## config.mk

```make
export PLATFORM = sky130hd
export DESIGN_NAME = fpa_div_step
export DESIGN_NICKNAME = d
export VERILOG_FILES = /design/src/rtl/core/fpa_pkg.sv /design/src/rtl/core/fpa_div_step.sv
export SDC_FILE = /design/constraint.sdc
export NUM_CORES = 1
export LEC_CHECK = 0
export BUFFER_PORTS_ARGS = -buffer_cell sky130_fd_sc_hd__buf_2
export CAP_MARGIN = 20
export CORE_AREA = 2 2 165 167
export DETAILED_ROUTE_END_ITERATION = 10
export DIE_AREA = 0 0 167 169
export GPL_ROUTABILITY_DRIVEN = 0
export GPL_TIMING_DRIVEN = 0
export PLACE_DENSITY = 0.68
export SKIP_LAST_GASP = 1
export SLEW_MARGIN = 10
export SYNTH_ARGS = -nofsm -noshare
export SYNTH_HDL_FRONTEND = slang
export SYNTH_SLANG_ARGS = --single-unit
```

## constraint.sdc

```tcl
create_clock -name clock -period 13.34 [get_ports clock]
set_clock_uncertainty 0.15 [all_clocks]
set_input_delay 2.668 -clock clock [delete_from_list [all_inputs] [get_ports clock]]
set_output_delay 2.668 -clock clock [all_outputs]
set_load 0.1 [all_outputs]
```

## src/rtl/core/fpa_pkg.sv

```systemverilog
// Package for the fixed-point ALU: operation and status codes, payload and
// pipeline stage types, rounding and saturation helpers. No dependencies.
package fpa_pkg;

   localparam int FRAC_BITS = 8;
   localparam int NumW      = 32 + FRAC_BITS;  // dividend width, |a| << FRAC_BITS
   localparam int RemW      = 33;              // divider partial remainder
   localparam int MagW      = 65;              // wide magnitude for clamping

   localparam logic [MagW-1:0] RoundHalf = (MagW'(1) << FRAC_BITS) >> 1;

   typedef enum logic [3:0] {
      OP_ADD    = 4'd0,
      OP_SUB    = 4'd1,
      OP_MUL    = 4'd2,
      OP_DIV    = 4'd3,
      OP_INC    = 4'd4,
      OP_DEC    = 4'd5,
      OP_MIN    = 4'd6,
      OP_MAX    = 4'd7,
      OP_CMP    = 4'd8,
      OP_TO_INT = 4'd9
   } op_type;

   typedef enum logic [1:0] {
      ST_OK   = 2'd0,
      ST_SAT  = 2'd1,
      ST_DIV0 = 2'd2
   } status_type;

   typedef enum logic [1:0] {
      KIND_SIMPLE = 2'd0,
      KIND_MUL    = 2'd1,
      KIND_DIV    = 2'd2
   } kind_type;

   typedef struct packed {
      logic [3:0]         req_type;
      logic signed [31:0] operand_a;
      logic signed [31:0] operand_b;
   } fpa_req_type;

   typedef struct packed {
      logic signed [31:0] result_value;
      logic               is_less;
      logic               is_greater;
      logic               is_equal;
      logic [1:0]         status;
   } fpa_rsp_type;

   typedef struct packed {
      logic less;
      logic greater;
      logic equal;
   } flags_type;

   typedef struct packed {
      logic        valid;
      kind_type    kind;
      logic        neg;
      logic [31:0] simple_value;
      status_type  simple_status;
      flags_type   flags;
      logic [63:0] product;
      logic [RemW-1:0] rem;
      logic [NumW-1:0] nq;      // dividend bits out on top, quotient bits in below
      logic [31:0] divisor;
   } stage_type;

   typedef struct packed {
      logic [31:0] value;
      logic        sat;
   } clamp_type;

   function automatic logic [MagW-1:0] round_shift(input logic [MagW-1:0] mag);
      return (mag + RoundHalf) >> FRAC_BITS;
   endfunction

   function automatic clamp_type clamp32(input logic neg, input logic [MagW-1:0] mag);
      clamp_type c;
      c.sat   = 1'b0;
      c.value = mag[31:0];
      if (neg) begin
         if (mag > MagW'(33'h0_8000_0000)) begin
            c.sat   = 1'b1;
            c.value = 32'h8000_0000;
         end else begin
            c.value = 32'd0 - mag[31:0];
         end
      end else if (mag > MagW'(32'h7FFF_FFFF)) begin
         c.sat   = 1'b1;
         c.value = 32'h7FFF_FFFF;
      end
      return c;
   endfunction

   // Saturate a 33-bit two's complement sum to 32 bits.
   function automatic clamp_type sat33(input logic [32:0] s);
      clamp_type c;
      c.sat   = s[32] ^ s[31];
      c.value = c.sat ? (s[32] ? 32'h8000_0000 : 32'h7FFF_FFFF) : s[31:0];
      return c;
   endfunction

endpackage

```

## src/rtl/core/fpa_div_step.sv

```systemverilog
// One restoring-division step, registered; the top level chains one per
// quotient bit. Depends on fpa_pkg.
module fpa_div_step (
   input  logic               clock,
   input  logic               reset,
   input  logic               enable,
   input  fpa_pkg::stage_type stage_in,
   output fpa_pkg::stage_type stage_out
);
   import fpa_pkg::*;

   stage_type       stage_ff, next_in;
   logic [RemW-1:0] shifted;
   logic            take;

   always_comb begin
      shifted = {stage_in.rem[RemW-2:0], stage_in.nq[NumW-1]};
      take    = shifted >= RemW'(stage_in.divisor);
      next_in = stage_in;
      next_in.rem = take ? shifted - RemW'(stage_in.divisor) : shifted;
      next_in.nq  = {stage_in.nq[NumW-2:0], take};
   end

   always_ff @(posedge clock) begin
      if (reset) begin
         stage_ff.valid <= 1'b0;
      end else if (enable) begin
         stage_ff <= next_in;
      end
   end

   assign stage_out = stage_ff;

endmodule

```

==> impl_metrics.ini <==
[setup_path]
ff2ff_setup_slack_ns = 12.62
path_max_fanout = 10
critPathArrivalTime_ns = 6.21
rr_worst_depth = 2
cp-startpoint = stage_in[1]
cp-endpoint = stage_out[95]$_DFFE_PP_
critPathKind = in2reg
cp-start-kind = primary input
rr_startpoint = stage_out[209]$_SDFFE_PP0P_
worst_setup_path_end_kind = flop
worst_r2r_endpoint = stage_out[209]$_SDFFE_PP0P_
cp.required_ns = 13.45

[cells_and_area]
layout-drive-gt1-share_pct = 48.3
syn2layout_area_growth_pct = 40.5
final_area_sq_um = 12300
largest_reg_flops = 210
stdcell_count = 1374
fin_nets = 1258
fillers = 2369

[pwr]
p_leak_nw = 5.33
vdd_drop_max_v = 0.000128
power.density_nw_per_um2 = 167
p_total_mw = 2.05

[route]
drc = 0
post_drt_wl_per_cell_um = 21.6
dr.pass1.iters = 5
drt_first_iter_violations = 458
wirelength_um = 29700
vias_per_cell = 4.86
ant_nets = 0
vias = 6673

[synthesis]
syn_area_sq_um = 8740
synth-adder-area-share_pct = 4.81
syn_area_per_cell_sq_um = 15.7
synth_nets = 802
yosys_warnings = 0
syn_inst = 556
yosysMostFrequentCell = edfxtp_1
synth_edf_count = 209
synthDistinctLibCells = 56
synthTopCellsByArea = edfxtp_1 72%, ha_1 4.6%, a21oi_1 2.2%, xnor2_1 1.8%, inv_1 1.8%
ys_ff_latch = 210
synthTopCellsByCount = 209 x edfxtp_1, 41 x inv_1, 39 x a21oi_1
synth_top_family_by_area = compound AO/OA/AOI/OAI gates
synthArstFlopShare_pct = 0
muxShareOfSynthArea_pct = 3.12
ys.flop_type = edfxtp_1
yosys.area.top_type_share_pct = 71.8
synth_simple_gate_area_share_pct = 5.81
synth_xor_area_share_pct = 2.40
ys_seq_area_share_pct = 72.0
yosysTopAreaCell = edfxtp_1
synth_compound_area_share_pct = 9.11

[cts]
clockBufferDepth = 3
cts_tree = yes
cts_buffers = 25
cts_root_buf = clkbuf_16
post-cts-setup-buffer-count = 0
cts-resized-gates = 0
clk_latency_ns = 0.52
path_clk_slew_ns = 0.06
clock-sinks = 210
ctsHoldBuffers = 0
cts.htree.levels = 1

[die]
die_w_um = 167
start_util_pct = 33.0
rows = 60
die_height_um = 169
core_sq_um = 26500
die_area_sq_um = 28200
pin_count = 423

[sta]
finalWorstSetupSlack_ns = 7.24
hold_violations = 0
max_freq_mhz = 164
rsz0062_at_grt = false
maxSlewHeadroom_pct = 34.0
fin_setup_tns_ns = 0
fin_crit_sh_pct = 45.7
slew_viol_final = 0
setup_violations = 0
worst_slew_pin_slew_ns = 0.984
fin_crit_ns = 6.10

[flow_run]
max-cap-violations = 0

[placed_design]
placed_cells = 1326
place_ws_ns = 6.68
placed_area_sq_um = 11500
hpwl_um = 23500
port_buffers = 421

[outcome]
status = complete, no violations

[grt]
overflow = 0
grt_use_total_pct = 19.6
grt_pass1_wl_um = 41200
grt_max_degree = 30
antenna_found_initial = 12
grt_pass1_vias = 6529

[worst_hold_path]
hold_path.class = reg2reg
[layout make-up]
cell class	count	area [sq um]	area share, %
clock buffer	30	644	5.24
clock inverter	14	156	1.27
sequential	210	6300	51.2
tap	341	427	3.47
multi-input combinational	294	2220	18.0
antenna	4	10.0	0.0815
buffer	10	77.6	0.631
timing repair buffer	429	2300	18.7
inverter	42	163	1.32
[routing by layer]
metal  global-route usage (%)  part of all wire (%)  vias to the layer above
li1                         -                     -                     3071
met1                     23.6                    38                     3190
met2                     32.5                    48                      325
met3                     6.99                   9.9                       73
met4                     7.38                   3.6                       14
met5                        0                  0.31                        -
[cells by family after synthesis]
group	count (synthesis)
buf+inv	52
xor+xnor	24
simple gates	98
compound gates	118
mux	21
fa+ha+maj	33
flops	210
[worst max-delay path, stage by stage]
cell       delay, ns
buf_2           0.12
inv_1           0.05
ha_1            0.30
nor2b_1         0.20
o2111ai_1       0.20
a211oi_2        0.32
nor3_1          0.15
or4b_4          0.54
a2111oi_4       0.77
nor2_4          0.19
inv_6           0.19
buf_8           0.17
mux2_1          0.33
[metrics by stage]
stage               hold slack [ns]  util, %
finish                        0.343     46.4
global route                  0.380     46.3
CTS                           0.350     46.3
detailed placement            0.337     43.3
global placement              0.325     42.6
floorplan                     0.821        -
[worst min path at each step]
stage | slack [ns] | startpoint | cells after the start | endpoint
2_1_floorplan | 0.82 | stage_out[209]$_SDFFE_PP0P_ | 2 | stage_out[209]$_SDFFE_PP0P_
3_3_place_gp | 0.32 | stage_out[209]$_SDFFE_PP0P_ | 2 | stage_out[209]$_SDFFE_PP0P_
3_5_place_dp | 0.34 | stage_out[209]$_SDFFE_PP0P_ | 2 | stage_out[209]$_SDFFE_PP0P_
4_1_cts | 0.35 | stage_out[209]$_SDFFE_PP0P_ | 2 | stage_out[209]$_SDFFE_PP0P_
5_1_grt | 0.38 | stage_out[209]$_SDFFE_PP0P_ | 2 | stage_out[209]$_SDFFE_PP0P_
6_report | 0.34 | stage_out[209]$_SDFFE_PP0P_ | 2 | stage_out[209]$_SDFFE_PP0P_
[layout by cell type, fill, tap and decap left out, types with 3 or more instances in the layout]
master	count
buf_2	425
edfxtp_1	209
inv_1	41
a21oi_1	39
ha_1	32
clkbuf_16	25
nor2_1	22
nand2_1	20
xnor2_1	18
a21o_1	16
nor3_1	15
nand3_1	13
o21ai_0	12
mux2_4	10
o21a_1	8
clkbuf_1	8
mux2_2	8
a31oi_1	6
o31ai_1	6
xor2_1	6
nand4_1	5
nor2b_1	5
buf_12	5
diode_2	4
o211ai_1	4
o41ai_1	4
clkinv_1	4
buf_16	4
o2111ai_1	3
a211oi_1	3
nor4_1	3
inv_6	3
a21boi_0	3
bufinv_16	3
[where the power goes]
| group | switching (mW) | internal [mW] | total [mW] | leakage (nW) |
|---|---|---|---|---|
| Combinational | 0.464 | 0.116 | 0.581 | 2.97 |
| Sequential | 0.0115 | 0.785 | 0.796 | 1.97 |
| Clock | 0.270 | 0.402 | 0.672 | 0.384 |
(Power assumes the default switching activity.)
