==> src/rtl/core/fpa_pkg.sv <==
// Package for the fixed-point ALU: operation and status codes, payload and
// pipeline stage types, rounding and saturation helpers. No dependencies.
package fpa_pkg;

   localparam int FRAC_BITS = 8;
   localparam int NumW      = 32 + FRAC_BITS;  // dividend width, |a| << FRAC_BITS
   localparam int RemW      = 33;              // divider partial remainder
   localparam int MagW      = 65;              // wide magnitude for clamping

   localparam logic [MagW-1:0] RoundHalf = (MagW'(1) << FRAC_BITS) >> 1;

   typedef enum logic [3:0] {
      OP_ADD    = 4'd0,
      OP_SUB    = 4'd1,
      OP_MUL    = 4'd2,
      OP_DIV    = 4'd3,
      OP_INC    = 4'd4,
      OP_DEC    = 4'd5,
      OP_MIN    = 4'd6,
      OP_MAX    = 4'd7,
      OP_CMP    = 4'd8,
      OP_TO_INT = 4'd9
   } op_type;

   typedef enum logic [1:0] {
      ST_OK   = 2'd0,
      ST_SAT  = 2'd1,
      ST_DIV0 = 2'd2
   } status_type;

   typedef enum logic [1:0] {
      KIND_SIMPLE = 2'd0,
      KIND_MUL    = 2'd1,
      KIND_DIV    = 2'd2
   } kind_type;

   typedef struct packed {
      logic [3:0]         req_type;
      logic signed [31:0] operand_a;
      logic signed [31:0] operand_b;
   } fpa_req_type;

   typedef struct packed {
      logic signed [31:0] result_value;
      logic               is_less;
      logic               is_greater;
      logic               is_equal;
      logic [1:0]         status;
   } fpa_rsp_type;

   typedef struct packed {
      logic less;
      logic greater;
      logic equal;
   } flags_type;

   typedef struct packed {
      logic        valid;
      kind_type    kind;
      logic        neg;
      logic [31:0] simple_value;
      status_type  simple_status;
      flags_type   flags;
      logic [63:0] product;
      logic [RemW-1:0] rem;
      logic [NumW-1:0] nq;      // dividend bits out on top, quotient bits in below
      logic [31:0] divisor;
   } stage_type;

   typedef struct packed {
      logic [31:0] value;
      logic        sat;
   } clamp_type;

   function automatic logic [MagW-1:0] round_shift(input logic [MagW-1:0] mag);
      return (mag + RoundHalf) >> FRAC_BITS;
   endfunction

   function automatic clamp_type clamp32(input logic neg, input logic [MagW-1:0] mag);
      clamp_type c;
      c.sat   = 1'b0;
      c.value = mag[31:0];
      if (neg) begin
         if (mag > MagW'(33'h0_8000_0000)) begin
            c.sat   = 1'b1;
            c.value = 32'h8000_0000;
         end else begin
            c.value = 32'd0 - mag[31:0];
         end
      end else if (mag > MagW'(32'h7FFF_FFFF)) begin
         c.sat   = 1'b1;
         c.value = 32'h7FFF_FFFF;
      end
      return c;
   endfunction

   // Saturate a 33-bit two's complement sum to 32 bits.
   function automatic clamp_type sat33(input logic [32:0] s);
      clamp_type c;
      c.sat   = s[32] ^ s[31];
      c.value = c.sat ? (s[32] ? 32'h8000_0000 : 32'h7FFF_FFFF) : s[31:0];
      return c;
   endfunction

endpackage

==> src/rtl/core/fpa_front.sv <==
// Entry stage: decode, flags, saturating add/sub/inc/dec, min/max, to_int,
// multiplier and divider setup. Depends on fpa_pkg.
module fpa_front (
   input  logic                clock,
   input  logic                reset,
   input  logic                enable,
   input  logic                req_valid,
   input  fpa_pkg::fpa_req_type req_data,
   output fpa_pkg::stage_type  stage_out
);
   import fpa_pkg::*;

   stage_type   stage_ff, stage_in;
   logic [31:0] a, b, mag_a, mag_b;
   clamp_type   c;

   always_comb begin
      a     = req_data.operand_a;
      b     = req_data.operand_b;
      mag_a = a[31] ? 32'd0 - a : a;
      mag_b = b[31] ? 32'd0 - b : b;
      c     = '{value: 32'd0, sat: 1'b0};

      stage_in               = '0;
      stage_in.valid         = req_valid;
      stage_in.kind          = KIND_SIMPLE;
      stage_in.neg           = a[31] ^ b[31];
      stage_in.flags.less    = $signed(a) < $signed(b);
      stage_in.flags.greater = $signed(a) > $signed(b);
      stage_in.flags.equal   = a == b;
      stage_in.product       = 64'(mag_a) * 64'(mag_b);
      stage_in.rem           = '0;
      stage_in.nq            = NumW'(mag_a) << FRAC_BITS;
      stage_in.divisor       = mag_b;
      stage_in.simple_status = ST_OK;

      case (op_type'(req_data.req_type))
         OP_ADD:    c = sat33({a[31], a} + {b[31], b});
         OP_SUB:    c = sat33({a[31], a} - {b[31], b});
         OP_INC:    c = sat33({a[31], a} + 33'd1);
         OP_DEC:    c = sat33({a[31], a} - 33'd1);
         OP_MIN:    c.value = stage_in.flags.less ? a : b;
         OP_MAX:    c.value = stage_in.flags.greater ? a : b;
         OP_TO_INT: c = clamp32(a[31], round_shift(MagW'(mag_a)));
         OP_MUL:    stage_in.kind = KIND_MUL;
         OP_DIV: begin
            if (b == 32'd0) begin
               stage_in.simple_status = ST_DIV0;
               c.value = a[31] ? 32'h8000_0000 : (a == 32'd0 ? 32'd0 : 32'h7FFF_FFFF);
            end else begin
               stage_in.kind = KIND_DIV;
            end
         end
         default:   c.value = 32'd0;
      endcase

      stage_in.simple_value = c.value;
      if (c.sat) stage_in.simple_status = ST_SAT;
   end

   always_ff @(posedge clock) begin
      if (reset) begin
         stage_ff.valid <= 1'b0;
      end else if (enable) begin
         stage_ff <= stage_in;
      end
   end

   assign stage_out = stage_ff;

endmodule

==> config.mk <==
export PLATFORM = sky130hd
export DESIGN_NAME = fpa_front
export DESIGN_NICKNAME = d
export VERILOG_FILES = /design/src/rtl/core/fpa_pkg.sv /design/src/rtl/core/fpa_front.sv
export SDC_FILE = /design/constraint.sdc
export NUM_CORES = 2
export LEC_CHECK = 0
export BUFFER_PORTS_ARGS = -buffer_cell sky130_fd_sc_hd__buf_2
export CORE_MARGIN = 8
export CORE_UTILIZATION = 29
export CTS_CLUSTER_DIAMETER = 40
export DETAILED_ROUTE_END_ITERATION = 8
export HOLD_SLACK_MARGIN = 0.03
export MAX_ROUTING_LAYER = met4
export PLACE_DENSITY = 0.5
export SLEW_MARGIN = 15
export SYNTH_ARGS = -nofsm -noshare
export SYNTH_HDL_FRONTEND = slang
export SYNTH_SLANG_ARGS = --single-unit
==> constraint.sdc <==
create_clock -name clock -period 13.3 [get_ports clock]
set_input_delay 2.66 -clock clock [delete_from_list [all_inputs] [get_ports clock]]
set_output_delay 2.66 -clock clock [all_outputs]
set_load 0.05 [all_outputs]
==> metrics.txt <==
prevailing post-synth register cell=edfxtp_1; Max FO, Critical Path=13; footprint of the multi-input gates=37,620 um2; number of synthesized flops with an enable pin=168; Max Cap Viol=0; YS warnings=0; CTS buffer count=17; delay-heaviest family, CP=adder cells; global-route wire length before repair=around 290,000 um; max reg flops=169; Synth Cell Area=47,550 um2; root buf cell=clkbuf_16; R2R depth=2; final period utilization=94.89%; global placement routability congestion=between 0.9 and 1; commonest non-fill, non-tap cell in the layout=inv_1; hold path depth=2; Worst Setup Start Kind=input pin; Total Wirelength=194,400 um; Nets=7,012; H-tree depth=4; Initial DRC Count=between 3,000 and 4,000; xor and xnor area share after synthesis=4.708%; RSZ-0062 raised after global routing=false; fin. max-slew vios=0; # DRC=0; number of antenna violations at the first check in global routing=15; clock latency on the worst-skew pair=between 500 and 600 ps; area of the core=162,800 um2; sequential-to-total area share from yosys stat=10.65%; vias in the first global route=around 42,000; TritonCTS clock tree=yes; First-pass DRT Iterations=6; Setup Crit Path Kind=input pin to flip-flop; Synth Area in Compound Gates=between 10% and 20%; post-route ant nets=0; Async S/R FF share, synth=0%; slew margin rel.=17.50%; Data arrival, critical path=roughly 13,000 ps; CTS resizes=0; Post-Synthesis Cells=5,550; largest family of logic cells by synthesized area=adder cells; clock sinks=~170; Netlist cell types=97; HPWL after detailed placement=159,200 um; most frequent cells in the layout=994 x inv_1, 898 x fa_1, 702 x nor2_1; I/O Buffers=240; die height=roughly 420 um; Post-CTS Setup Bufs=0; Final Critical Period=between 10,000 and 15,000 ps; synthesized-area fraction occupied by adder cells=46.57%; FF+latch count, synth=between 150 and 200; status=finished clean; synthesized area per cell=8.567 um2; Setup TNS=0 ps; Hold Buf Count CTS=0; GRT overflow=0; Worst path depth=29; Initial Utilization=29.21%; clk slew on worst S/H paths=100 ps; die area=approximately 180,000 um2; Setup-failing EPs final=0; clk_skew=0 ps; total track usage=22.19%; Slowest Stage Delay on Critical Path=roughly 840 ps; Synth-to-Final Area Change=11.39%; number of fill cells=17,210; num rows=148; drt wl/cell=24.58 um; Most common cell on crit path=fa_1; worst slack, placed=122.4 ps; final setup margin=680.1 ps; largest net degree at the start of global routing=54; via count=approximately 40,000; Boundary Pins=282; share of cells above drive strength 1=10.82%; Highest Clock Rate=79.24 MHz; Synth Area in Simple Gates=between 15 and 20%; WHS=505.6 ps; slowest CP cell=or4_1; Worst EP required=13,640 ps; worst hold path type=flip-flop to flip-flop; CP bufs+invs=5; Die W=420.9 um; crit path capture type=flip-flop; mux share of post-synthesis cell area=less than 1%; Vias/cell=between 5 and 6; FF/Latch Area=5065 um2; CTS Buffer Depth=2; Final Hold Fails=0; Least-Margin Pin Slew=1231 ps
## logic make-up after synthesis
kind of cell	count (synthesis)
AND/OR/NAND/NOR	1739
buffers and inverters	1401
adder cells (fa/ha/maj)	1231
flip-flops	169
AO/OA/AOI/OAI	725
multiplexers	31
other	1
XOR/XNOR	253
## worst register-to-register path, stage by stage (launching register included)
cell,delay (ps)
dfxtp_1,320
mux2i_1,120
nor2_1,50
## stage by stage
stage | cell area [um2] | cells | util (%)
2_1_floorplan | 47700 | 5590 | -
3_3_place_gp | 52360 | 7866 | 32.17
3_5_place_dp | 52360 | 7866 | 32.17
4_1_cts | 52940 | 7898 | 32.52
5_1_grt | 52960 | 7905 | 32.54
6_report | 52960 | 7907 | 32.54
## routing by layer
| metal | wire [um] | share of wire (%) | vias up | GRT usage (%) |
|---|---|---|---|---|
| li1 | - | - | 17680 | - |
| met1 | 82090 | 42 | 20890 | 28.19 |
| met2 | 92370 | 48 | 1642 | 36.12 |
| met3 | 11470 | 5.9 | 323 | 2.734 |
| met4 | 8433 | 4.3 | 0 | 8.699 |
| met5 | 0 | 0 | - | - |
## cell type report
class	count	share of cell area, %
Antenna cell	9	0.04252
Clock inverter	15	0.2977
Clock buffer	17	0.8032
Sequential cell	169	9.563
Inverter	1025	7.264
Timing Repair Buffer	477	5.863
Tap cell	2175	5.138
Multi-Input combinational cell	4020	71.03
## synthesized netlist by cell type (12+ instances only)
master / n / area [um2]
ha_1: 332 / 4154
o31ai_1: 25 / 187.7
a21oi_1: 211 / 1056
nand2_1: 630 / 2365
o21bai_1: 17 / 127.6
buf_4: 41 / 307.8
nand3_1: 71 / 355.3
a211oi_1: 16 / 120.1
and3_1: 34 / 212.7
o21a_1: 24 / 180.2
xor2_1: 70 / 613.1
o211ai_1: 48 / 360.4
or4_1: 12 / 90.09
clkinv_1: 23 / 86.33
xnor2_1: 180 / 1577
inv_1: 994 / 3731
edfxtp_1: 168 / 5045
buf_2: 13 / 65.06
o21ai_0: 141 / 705.7
nor4_1: 26 / 162.7
nand4_1: 48 / 300.3
nand2b_1: 22 / 137.6
nor2_1: 704 / 2643
nor2b_1: 29 / 181.4
buf_1: 31 / 116.4
and2_1: 20 / 125.1
nor3_1: 75 / 375.4
or3_1: 22 / 137.6
mux2i_1: 25 / 250.2
fa_1: 898 / 17980
a31oi_1: 20 / 125.1
a21o_1: 65 / 488.0
o41ai_1: 13 / 113.9
clkbuf_1: 288 / 1081
## final timing paths
check	end	slack (ps)	from
worst min-delay path	stage_out[209]	510	stage_out[209]
worst min register to register	stage_out[209]	510	stage_out[209]
worst max-delay path	stage_out[165]	680	req_data[38]
worst max register to register	stage_out[209]	12720	stage_out[209]
Power is not shown: default switching activity piles up to over one toggle a cycle in this logic, so the estimate is an artifact.
