--- src/rtl/core/fpa_pkg.sv ---
// Package for the fixed-point ALU: operation and status codes, payload and
// pipeline stage types, rounding and saturation helpers. No dependencies.
package fpa_pkg;

   localparam int FRAC_BITS = 8;
   localparam int NumW      = 32 + FRAC_BITS;  // dividend width, |a| << FRAC_BITS
   localparam int RemW      = 33;              // divider partial remainder
   localparam int MagW      = 65;              // wide magnitude for clamping

   localparam logic [MagW-1:0] RoundHalf = (MagW'(1) << FRAC_BITS) >> 1;

   typedef enum logic [3:0] {
      OP_ADD    = 4'd0,
      OP_SUB    = 4'd1,
      OP_MUL    = 4'd2,
      OP_DIV    = 4'd3,
      OP_INC    = 4'd4,
      OP_DEC    = 4'd5,
      OP_MIN    = 4'd6,
      OP_MAX    = 4'd7,
      OP_CMP    = 4'd8,
      OP_TO_INT = 4'd9
   } op_type;

   typedef enum logic [1:0] {
      ST_OK   = 2'd0,
      ST_SAT  = 2'd1,
      ST_DIV0 = 2'd2
   } status_type;

   typedef enum logic [1:0] {
      KIND_SIMPLE = 2'd0,
      KIND_MUL    = 2'd1,
      KIND_DIV    = 2'd2
   } kind_type;

   typedef struct packed {
      logic [3:0]         req_type;
      logic signed [31:0] operand_a;
      logic signed [31:0] operand_b;
   } fpa_req_type;

   typedef struct packed {
      logic signed [31:0] result_value;
      logic               is_less;
      logic               is_greater;
      logic               is_equal;
      logic [1:0]         status;
   } fpa_rsp_type;

   typedef struct packed {
      logic less;
      logic greater;
      logic equal;
   } flags_type;

   typedef struct packed {
      logic        valid;
      kind_type    kind;
      logic        neg;
      logic [31:0] simple_value;
      status_type  simple_status;
      flags_type   flags;
      logic [63:0] product;
      logic [RemW-1:0] rem;
      logic [NumW-1:0] nq;      // dividend bits out on top, quotient bits in below
      logic [31:0] divisor;
   } stage_type;

   typedef struct packed {
      logic [31:0] value;
      logic        sat;
   } clamp_type;

   function automatic logic [MagW-1:0] round_shift(input logic [MagW-1:0] mag);
      return (mag + RoundHalf) >> FRAC_BITS;
   endfunction

   function automatic clamp_type clamp32(input logic neg, input logic [MagW-1:0] mag);
      clamp_type c;
      c.sat   = 1'b0;
      c.value = mag[31:0];
      if (neg) begin
         if (mag > MagW'(33'h0_8000_0000)) begin
            c.sat   = 1'b1;
            c.value = 32'h8000_0000;
         end else begin
            c.value = 32'd0 - mag[31:0];
         end
      end else if (mag > MagW'(32'h7FFF_FFFF)) begin
         c.sat   = 1'b1;
         c.value = 32'h7FFF_FFFF;
      end
      return c;
   endfunction

   // Saturate a 33-bit two's complement sum to 32 bits.
   function automatic clamp_type sat33(input logic [32:0] s);
      clamp_type c;
      c.sat   = s[32] ^ s[31];
      c.value = c.sat ? (s[32] ? 32'h8000_0000 : 32'h7FFF_FFFF) : s[31:0];
      return c;
   endfunction

endpackage

--- src/rtl/core/fpa_back.sv ---
// Result stage: rounding and saturation for multiply and divide, result
// selection, output register. Depends on fpa_pkg.
module fpa_back (
   input  logic                 clock,
   input  logic                 reset,
   input  logic                 enable,
   input  fpa_pkg::stage_type   stage_in,
   output logic                 rsp_valid,
   output fpa_pkg::fpa_rsp_type rsp_data
);
   import fpa_pkg::*;

   fpa_rsp_type rsp_data_ff, rsp_data_in;
   logic        rsp_valid_ff;
   clamp_type   c_mul, c_div;
   logic        round_up;

   always_comb begin
      c_mul    = clamp32(stage_in.neg, round_shift({1'b0, stage_in.product}));
      round_up = {stage_in.rem, 1'b0} >= (RemW + 1)'(stage_in.divisor);
      c_div    = clamp32(stage_in.neg, MagW'(stage_in.nq) + MagW'(round_up));

      rsp_data_in.is_less    = stage_in.flags.less;
      rsp_data_in.is_greater = stage_in.flags.greater;
      rsp_data_in.is_equal   = stage_in.flags.equal;
      case (stage_in.kind)
         KIND_MUL: begin
            rsp_data_in.result_value = c_mul.value;
            rsp_data_in.status       = c_mul.sat ? ST_SAT : ST_OK;
         end
         KIND_DIV: begin
            rsp_data_in.result_value = c_div.value;
            rsp_data_in.status       = c_div.sat ? ST_SAT : ST_OK;
         end
         default: begin
            rsp_data_in.result_value = stage_in.simple_value;
            rsp_data_in.status       = stage_in.simple_status;
         end
      endcase
   end

   always_ff @(posedge clock) begin
      if (reset) begin
         rsp_valid_ff <= 1'b0;
      end else if (enable) begin
         rsp_valid_ff <= stage_in.valid;
      end
   end

   always_ff @(posedge clock) begin
      if (enable) begin
         rsp_data_ff <= rsp_data_in;
      end
   end

   assign rsp_valid = rsp_valid_ff;
   assign rsp_data  = rsp_data_ff;

endmodule

--- config.mk ---
export PLATFORM = sky130hd
export DESIGN_NAME = fpa_back
export DESIGN_NICKNAME = d
export VERILOG_FILES = /design/src/rtl/core/fpa_pkg.sv /design/src/rtl/core/fpa_back.sv
export SDC_FILE = /design/constraint.sdc
export NUM_CORES = 1
export LEC_CHECK = 0
export ABC_AREA = 0
export BUFFER_PORTS_ARGS = -buffer_cell sky130_fd_sc_hd__buf_2
export CAP_MARGIN = 10
export CORE_MARGIN = 2
export CORE_UTILIZATION = 45
export CTS_CLUSTER_SIZE = 10
export DETAILED_ROUTE_END_ITERATION = 12
export PLACE_DENSITY = 0.72
export SYNTH_ARGS = -nofsm -noshare
export SYNTH_HDL_FRONTEND = slang
export SYNTH_SLANG_ARGS = --single-unit
export TNS_END_PERCENT = 5
--- constraint.sdc ---
create_clock -name clock -period 10.85 [get_ports clock]
set_input_delay 1.085 -clock clock [delete_from_list [all_inputs] [get_ports clock]]
set_output_delay 1.085 -clock clock [all_outputs]
set_load 0.01 [all_outputs]
==> flow_summary.yaml, run 1 <==
run_status:
  status: "finished, final reports clean"
timing:
  slew_viol_final: 0
  finalCritPeriodShare_pct: 67.7
  maxSlewHeadroom_pct: 19.5
  setup_tns_ns: 0
  setup_viol_count_final: 0
  final_hold_viol_count: 0
  rsz0062_at_grt: "false"
  hold_slack_ns: 0.552
  clock.fmax_ghz: 0.136
  worst_pin_slew_ns: 1.20
  fin_crit_ns: 7.35
  fin_worst_skew_ns: 0
routing:
  wire_per_inst_um: 18.3
  via_per_inst: 6.31
  drc: 0
  met2_wirelength_um: 12600
  wl_met1_um: 11300
  highest_layer: "met4"
  drt_iter0_drc: 850
  ant_nets: 0
  wl_met3_um: 2340
  vias: 9237
  finalWirelength_um: 26800
  drt-pass1-iter-count: 5
floorplan:
  die_area_mm2: 0.0185
  die_w_um: 136
  core_mm2: 0.0172
  pin_count: 251
  dieHeight_um: 136
  row_count: 48
  start_util_pct: 45.6
synthesis:
  synthFlopType: "edfxtp_1"
  synth.distinct_cells: 85
  ys_ff_latch: 38
  yosysWarnings: 0
  synth_area_mm2: 0.00783
  synth_cells: 1046
  avgSynthCellArea_um2: 7.48
  ys_seq_area_share_pct: 14.5
  synthArstFlopShare_pct: 0
  synth-edff-count: 37
  synth_nets: 1299
clock_network:
  clk_path_buf_depth: 2
  clk_pin_slew_ns: 0.06
  clk_latency_ns: 0.29
  cts-root-buf: "clkbuf_16"
  cts_buffers: 5
  h-tree-depth: 2
  cts_tree: "yes"
  post-cts-setup-buffer-count: 0
  cts_hold_buf: 0
  cts_resized: 0
  clock_sinks: 38
place:
  finalWeightedCongestion: 0.938
  dp_hpwl_um: 21200
  port_buffers: 243
layout:
  fillers: 1706
  final_cell_mix: "buf_2 (243), nor2_1 (78), nand2_1 (72), xnor2_1 (63), inv_1 (59)"
  multi_input_area_mm2: 0.00619
  regArea_mm2: 0.00113
  drive_gt1_share_pct: 24.8
  fin_nets: 1492
  layout_commonest_cell: "buf_2"
  insertedDiodeCount: 0
  area_growth_pct: 18.7
worst_setup_path:
  worstSetupEndpointType: "flip-flop"
  crit_path_start_kind: "primary input"
  cp.arrival_ns: 7.51
  worst-path-max-fanout: 14
  ff2ff_setup_slack_ns: 10.22
  worstPathRequired_ns: 11.01
  path_class: "primary input to flip-flop"
run:
  max_cap_violations: 0
power_and_ir_drop:
  power_density_mw_per_mm2: 69.4
  p_leak_nw: 3.75
  vdd_ir_drop_max_mv: 0.0544
  finalPower_mw: 0.644
hold_path:
  hp-class: "flip-flop to flip-flop"
global_routing:
  grt_max_degree: 60
  grt_overflow_total: 0
  grt_pass1_vias: 8446
  antenna_found_initial: 0
  grt_pass1_wl_um: 41700
  grt_util_all_layers_pct: 28.0
## Yosys cell counts (all sizes together), types with 21 or more instances
library cell / count / area [µm²]
a21oi: 27 / 135
a221oi: 21 / 246
buf: 26 / 158
clkbuf: 37 / 139
edfxtp: 37 / 1110
ha: 40 / 500
inv: 59 / 221
nand2: 72 / 270
nand3: 60 / 310
nand4: 56 / 357
nor2: 79 / 313
nor3: 49 / 245
nor4: 36 / 225
o21ai: 28 / 144
xnor2: 63 / 552
xor2: 42 / 368
## critical path, stage by stage
cell	delay (ns)
buf_2	0.08
inv_1	0.04
ha_1	0.26
nor2b_1	0.12
o21a_1	0.12
o21a_1	0.10
o21ai_0	0.06
nand2b_1	0.07
a21oi_1	0.06
o21ai_0	0.15
a21oi_1	0.10
o31ai_1	0.24
a31o_2	0.20
ha_1	0.34
ha_1	0.40
nand3_1	0.44
nor4b_1	0.42
o21bai_1	0.09
a2111oi_0	0.94
nor2b_1	0.22
nand4_1	0.19
o31ai_2	0.96
nor2_1	0.07
a2111oi_0	0.60
a211o_1	0.17
## cells by family after synthesis
kind of cell             share of synthesized area, %
XOR/XNOR                                         11.7
flip-flops                                       14.5
AND/OR/NAND/NOR                                  34.3
AO/OA/AOI/OAI                                    25.5
multiplexers                                    0.911
buffers and inverters                            6.67
adder cells (fa/ha/maj)                          6.39
## path summary, 6_finish.rpt
path | endpoint | depth (start not counted) | startpoint
max reg2reg | rsp_valid | 2 | rsp_valid
min reg2reg | rsp_valid | 2 | rsp_valid
min | rsp_valid | 2 | rsp_valid
max | rsp_data[20] | 25 | stage_in[1]
## state kept, by name, summed over array words and instances, names as in the netlist
| name | cells |
|---|---|
| rsp_valid | 1 |
| rsp_data | 37 |
## area by class of cell
cell class	count	share of cell area (%)
multi-input cells	885	66.6
repair buffers	249	13.6
flip-flops and latches	38	12.2
well taps	225	3.03
inverters	60	2.42
clock buffers	6	1.50
clock inverters	2	0.647
## routing by layer
metal,up-vias,GRT usage (%)
met5,-,0
met4,0,8.28
met1,4328,36.1
met3,40,5.03
met2,410,47.7
li1,4459,-
## power breakdown
group	internal (mW)	switching [mW]	total [mW]
Combinational	0.104	0.152	0.256
Sequential	0.181	0.00651	0.187
Clock	0.138	0.0629	0.201
## per-stage QoR
stage	instance area [µm²]	cells	util (%)	worst slack, ns
after floorplan	7830	1046	-	4.84
after global placement	9090	1457	52.9	3.43
after detailed placement	9090	1457	52.9	3.41
after CTS	9290	1465	54.1	3.65
after global routing	9290	1465	54.1	3.04
final	9290	1465	54.1	3.50
No activity file was read; power rests on OpenSTA's default activity.
==> run 2: changes to the inputs <==
--- a/config.mk
+++ b/config.mk
@@ -5,14 +5,14 @@
 export SDC_FILE = /design/constraint.sdc
 export NUM_CORES = 1
 export LEC_CHECK = 0
-export ABC_AREA = 0
+export ABC_AREA = 1
 export BUFFER_PORTS_ARGS = -buffer_cell sky130_fd_sc_hd__buf_2
 export CAP_MARGIN = 10
 export CORE_MARGIN = 2
 export CORE_UTILIZATION = 45
 export CTS_CLUSTER_SIZE = 10
 export DETAILED_ROUTE_END_ITERATION = 12
-export PLACE_DENSITY = 0.72
+export PLACE_DENSITY = 0.7
 export SYNTH_ARGS = -nofsm -noshare
 export SYNTH_HDL_FRONTEND = slang
 export SYNTH_SLANG_ARGS = --single-unit
==> constraint.sdc (replaced) <==
create_clock -name clock -period 7.2 [get_ports clock]
set_input_delay 0.72 -clock clock [delete_from_list [all_inputs] [get_ports clock]]
set_output_delay 0.72 -clock clock [all_outputs]
set_load 0.01 [all_outputs]
==> run 2 against run 1 <==
Design area is 21% higher. Power rose by 47%. First-iteration DRC count is 15% higher. Highest routed layer unchanged. Largest cell class unchanged. Setup slack lost 1.7 ns. Global-route usage grew 2.9 points. Clock power up 9%. Non-clock buffer count down 1. Wire length up 34%. Synthesized area grew 24%. Critical endpoint is now rsp_data[18]. Sequential share of layout area shrank 2.2 points. Critical path type unchanged. Core utilization shrank 0.58 points. Flip-flop and latch count did not move.
==> flow_summary.yaml, run 2 <==
synthesis:
  synthFlopType: "edfxtp_1"
  avgSynthCellArea_um2: 5.29
  synth_common_cells: "nand2_1 (641), nor2_1 (305), inv_1 (230)"
  synth_cells: 1836
  synth.distinct_cells: 50
  synth_area_leaders: "nand2_1 (25%), nor2_1 (12%), edfxtp_1 (11%), nand3_1 (9.9%), inv_1 (8.9%)"
  yosysTopAreaCell: "nand2_1"
  synth-edff-count: 37
  yosysMostFrequentCell: "nand2_1"
  yosysWarnings: 0
  synth_area_mm2: 0.00971
  ys_seq_area_share_pct: 11.6
  synth_nets: 2089
  synthArstFlopShare_pct: 0
  synth_top_area_share_pct: 24.8
  ys_ff_latch: 38
hold_path:
  hp-start: "rsp_valid"
  hp-class: "flip-flop to flip-flop"
  min_to: "rsp_valid"
  hold_depth: 2
floorplan:
  die_w_um: 151
  die_area_mm2: 0.0228
  pin_count: 251
  row_count: 53
  dieHeight_um: 151
  core_mm2: 0.0211
  start_util_pct: 46.0
worst_setup_path:
  ff2ff_setup_slack_ns: 6.60
  cp_top_family: "simple AND/OR/NAND/NOR gates"
  timing.rr.end: "rsp_valid"
  slowest_stage: "a21oi_4"
  r2r-start: "rsp_valid"
  worstPathRequired_ns: 7.35
  max_stage_delay_ns: 0.51
  worst-path-max-fanout: 16
  worstSetupEndpointType: "flip-flop"
  critPathMostFrequentCell: "nand2_1"
  cp.arrival_ns: 5.58
  crit_path_start_kind: "primary input"
  crit_buf_inv: 3
  reg2reg_depth: 2
  path_class: "primary input to flip-flop"
timing:
  fin_worst_skew_ns: 0
  finalCritPeriodShare_pct: 75.4
  setup_tns_ns: 0
  setup_viol_count_final: 0
  final_hold_viol_count: 0
  clock.fmax_ghz: 0.184
  slew_viol_final: 0
  rsz0062_at_grt: "false"
  fin_crit_ns: 5.43
  layout_setup_ws_ns: 1.77
  worst_pin_slew_ns: 1.12
  maxSlewHeadroom_pct: 25.0
global_routing:
  antenna_found_initial: 0
  grt_pass1_wl_um: 56200
  grt_max_degree: 74
  grt_overflow_total: 0
  grt_pass1_vias: 11000
  grt_util_all_layers_pct: 30.9
layout:
  largest_reg_flops: 37
  final_cell_mix: "nand2_1 (641), nor2_1 (305), buf_2 (243), inv_1 (230), nand3_1 (192)"
  area_growth_pct: 16.2
  design_area_mm2: 0.0113
  drive_gt1_share_pct: 17.1
  fillers: 2340
  layout_commonest_cell: "nand2_1"
  fin_nets: 2311
  insertedDiodeCount: 0
routing:
  wire_per_inst_um: 15.4
  drc: 0
  finalWirelength_um: 35900
  drt_iter0_drc: 974
  vias: 12300
  via_per_inst: 5.27
  drt-pass1-iter-count: 5
  ant_nets: 0
place:
  dp_hpwl_um: 30500
  pre_cts_slack_ns: 1.59
  finalWeightedCongestion: 1.01
  port_buffers: 243
  place_area_mm2: 0.0111
clock_network:
  clk_path_buf_depth: 2
  clk_latency_ns: 0.28
  cts_tree: "yes"
  cts_hold_buf: 0
  clock_sinks: 38
  post-cts-setup-buffer-count: 0
  cts_resized: 0
  cts-root-buf: "clkbuf_16"
  clk_pin_slew_ns: 0.06
  cts_buffers: 5
  h-tree-depth: 2
power_and_ir_drop:
  vdd_ir_drop_max_mv: 0.0774
  p_leak_nw: 5.59
  power_density_mw_per_mm2: 84.0
run_status:
  status: "finished, final reports clean"
run:
  max_cap_violations: 0
## run 2: cell types whose count changed after synthesis, moves of 25 or more
cell	change
nor4_1	-35
nand3_1	+134
nand2_1	+569
xnor2_1	-50
nand2_2	+25
inv_1	+171
nor3_1	-27
nor2_1	+227
## run 2: worst max path at each step
stage                       from      endpoint  slack, ns  cells past startpoint
floorplan            stage_in[3]  rsp_data[31]       2.93                     30
global placement    stage_in[17]  rsp_data[18]       1.71                     29
detailed placement  stage_in[17]  rsp_data[18]       1.59                     29
CTS                 stage_in[17]  rsp_data[18]       1.86                     29
global route        stage_in[17]  rsp_data[18]       1.24                     29
finish              stage_in[17]  rsp_data[18]       1.77                     29
## run 2: cell type report
cell class	count	area [µm²]	share of cell area, %
Multi-Input combinational cell	1528	7510	66.5
Timing Repair Buffer	248	1250	11.1
Sequential cell	38	1130	10.0
Inverter	237	895	7.93
Tap cell	275	344	3.05
Clock buffer	6	139	1.23
Clock inverter	2	12.5	0.111
## run 2: report_power, final
group	internal [mW]	total [mW]	leakage [nW]	switching (mW)
logic	0.157	0.450	5.15	0.293
clock network	0.137	0.219	0.0729	0.0820
registers	0.273	0.279	0.368	0.00584
## run 2: tightest hold or removal path, stage by stage, from the launching register on
cell and delay, ns:
dfxtp_1 0.33, mux2i_1 0.07, nor2_1 0.09
## run 2: metrics by stage
| step | hold slack (ns) | utilization, % | std cells | power (mW) |
|---|---|---|---|---|
| floorplan | 0.528 | - | 1836 | 0.548 |
| global placement | 0.473 | 52.8 | 2326 | 0.725 |
| detailed placement | 0.538 | 52.8 | 2326 | 0.729 |
| CTS | 0.551 | 53.5 | 2334 | 0.951 |
| global route | 0.574 | 53.5 | 2334 | 1.02 |
| finish | 0.535 | 53.5 | 2334 | 0.948 |
## run 2: routing by layer
layer / wire length [µm] / vias to the layer above / global-route usage [%] / part of all wire [%]
met2: 16800 / 474 / 53.3 / 47
li1: - / 6293 / - / -
met4: 949 / 0 / 8.41 / 2.6
met1: 15800 / 5486 / 41.8 / 44
met3: 2250 / 49 / 2.05 / 6.3
met5: 0 / - / 0 / 0
## run 2: cells by family after synthesis
kind of cell,after synthesis,synth area share [%]
compound gates,108,6.30
xor+xnor,51,4.87
mux,1,0.103
fa+ha+maj,40,5.15
flops,38,11.6
simple gates,1328,60.9
buf+inv,270,11.0
==> run 3: changes to the inputs <==
--- a/config.mk
+++ b/config.mk
@@ -12,7 +12,7 @@
 export CORE_UTILIZATION = 45
 export CTS_CLUSTER_SIZE = 10
 export DETAILED_ROUTE_END_ITERATION = 12
-export PLACE_DENSITY = 0.7
+export PLACE_DENSITY = 0.72
 export SYNTH_ARGS = -nofsm -noshare
 export SYNTH_HDL_FRONTEND = slang
 export SYNTH_SLANG_ARGS = --single-unit
==> constraint.sdc (replaced) <==
create_clock -name clock -period 4.7 [get_ports clock]
set_input_delay 0.47 -clock clock [delete_from_list [all_inputs] [get_ports clock]]
set_output_delay 0.47 -clock clock [all_outputs]
set_load 0.01 [all_outputs]
==> run 3 against run 2 <==
Sequential power grew 53%. Clock skew is the same. Sequential share of layout area shrank 0.19 points. Final cell count grew 0.77%. Design area grew 1.9%. Core utilization grew 1.0 points. Global-route usage grew 0.24 points. Critical endpoint is now rsp_data[12].
==> flow_summary.yaml, run 3 (same netlist as run 2, synthesis figures left out) <==
layout:
  drive_gt1_share_pct: 18.0
  insertedDiodeCount: 0
  layout_commonest_cell: "nand2_1"
  regArea_mm2: 0.00113
  fin_nets: 2329
  final_cell_mix: "nand2_1 (641), nor2_1 (303), buf_2 (243), inv_1 (230), nand3_1 (192)"
  fillers: 2302
  largest_reg_flops: 37
  multi_input_area_mm2: 0.00752
  instances_no_fill: 2352
  area_growth_pct: 18.4
timing:
  layout_setup_ws_ns: 0.456
  hold_slack_ns: 0.339
  worst_pin_slew_ns: 1.02
  clock.fmax_ghz: 0.236
  fin_crit_ns: 4.24
  rsz0062_at_grt: "false"
  setup_tns_ns: 0
  final_hold_viol_count: 0
  setup_viol_count_final: 0
  maxSlewHeadroom_pct: 31.7
  fin_worst_skew_ns: 0
  slew_viol_final: 0
  finalCritPeriodShare_pct: 90.3
worst_setup_path:
  slowest_stage: "ha_1"
  cp.arrival_ns: 4.28
  path_class: "primary input to flip-flop"
  worst-path-max-fanout: 17
  critPathMostFrequentCell: "nand2_1"
  worstPathRequired_ns: 4.73
  crit_path_start_kind: "primary input"
  worstSetupEndpointType: "flip-flop"
  max_stage_delay_ns: 0.29
power_and_ir_drop:
  p_int_mw: 0.972
  finalPower_mw: 1.57
  clock_power_share_pct: 27.7
  net-switching-power_mw: 0.593
  switching_share_pct: 37.9
  seqPwrFrac_pct: 27.3
  pwr-share-comb_pct: 45.0
  p_leak_nw: 5.71
  vdd_ir_drop_max_mv: 0.131
  power_density_mw_per_mm2: 136
hold_path:
  hp-class: "primary input to flip-flop"
routing:
  via_per_inst: 5.26
  wl_met1_um: 15000
  drc: 0
  drt_iter0_drc: 1014
  wl_met3_um: 2650
  drt-pass1-iter-count: 6
  met2_wirelength_um: 16900
  wire_per_inst_um: 15.4
  finalWirelength_um: 36200
  ant_nets: 0
  vias: 12400
  highest_layer: "met4"
floorplan:
  die_area_mm2: 0.0228
  die_w_um: 151
  pin_count: 251
  row_count: 53
  core_mm2: 0.0211
  start_util_pct: 46.0
  dieHeight_um: 151
clock_network:
  cts_buffers: 5
  cts_resized: 0
  clock_sinks: 38
  cts_tree: "yes"
  cts-root-buf: "clkbuf_16"
  clk_path_buf_depth: 2
  clk_latency_ns: 0.28
  clk_pin_slew_ns: 0.06
  cts_hold_buf: 0
  h-tree-depth: 2
  post-cts-setup-buffer-count: 0
place:
  pre_cts_slack_ns: 0.128
  port_buffers: 243
  dp_hpwl_um: 30900
  finalWeightedCongestion: 0.994
  dpl.cell_count: 2344
global_routing:
  grt_max_degree: 40
  grt_util_all_layers_pct: 31.1
  grt_pass1_wl_um: 56300
  grt_overflow_total: 0
  antenna_found_initial: 0
  grt_pass1_vias: 11400
run_status:
  status: "finished, final reports clean"
run:
  max_cap_violations: 0
run 3: changes by cell type in the layout (fill, tap and decap cells not counted), sizes merged:
cell / change
bufinv: +2
clkbuf: -1
clkinvlp: -1
buf: +18
run 3: layer usage:
| metal | vias to the layer above | global-route usage, % |
|---|---|---|
| li1 | 6334 | - |
| met1 | 5423 | 39.2 |
| met2 | 529 | 53.9 |
| met3 | 96 | 3.49 |
| met4 | 0 | 13.3 |
| met5 | - | 0 |
run 3: critical path: cells and delay by family:
kind            cells  cell delay, ns
simple gates       23            2.50
fa+ha+maj           3            0.66
buf+inv             5            0.42
compound gates      2            0.21
run 3: cell type report:
class / instances / area share [%]
clock inverters: 3 / 0.598
inverters: 237 / 7.78
clock buffers: 5 / 1.09
flip-flops and latches: 38 / 9.84
well taps: 275 / 2.99
multi-input cells: 1528 / 65.4
repair buffers: 266 / 12.3
run 3: stage by stage:
stage	utilization (%)	area [µm²]
after floorplan	-	9710
after global placement	53.5	11300
after detailed placement	53.5	11300
after CTS	54.5	11500
after global routing	54.5	11500
final	54.5	11500
run 3: power by group through the flow:
| stage | clock network [mW] | logic, mW | registers, mW |
|---|---|---|---|
| floorplan | 0 | 0.384 | 0.455 |
| global placement | 0 | 0.686 | 0.434 |
| detailed placement | 0 | 0.694 | 0.435 |
| CTS | 0.440 | 0.698 | 0.428 |
| global route | 0.453 | 0.790 | 0.431 |
| finish | 0.433 | 0.705 | 0.427 |
run 3: path summary, 6_finish.rpt:
kind | start | to | slack (ns) | cells past startpoint
setup / recovery | stage_in[17] | rsp_data[12] | 0.46 | 33
hold / removal | reset | rsp_valid | 0.34 | 2
setup reg to reg | rsp_valid | rsp_valid | 4.12 | 2
hold reg to reg | rsp_valid | rsp_valid | 0.50 | 2
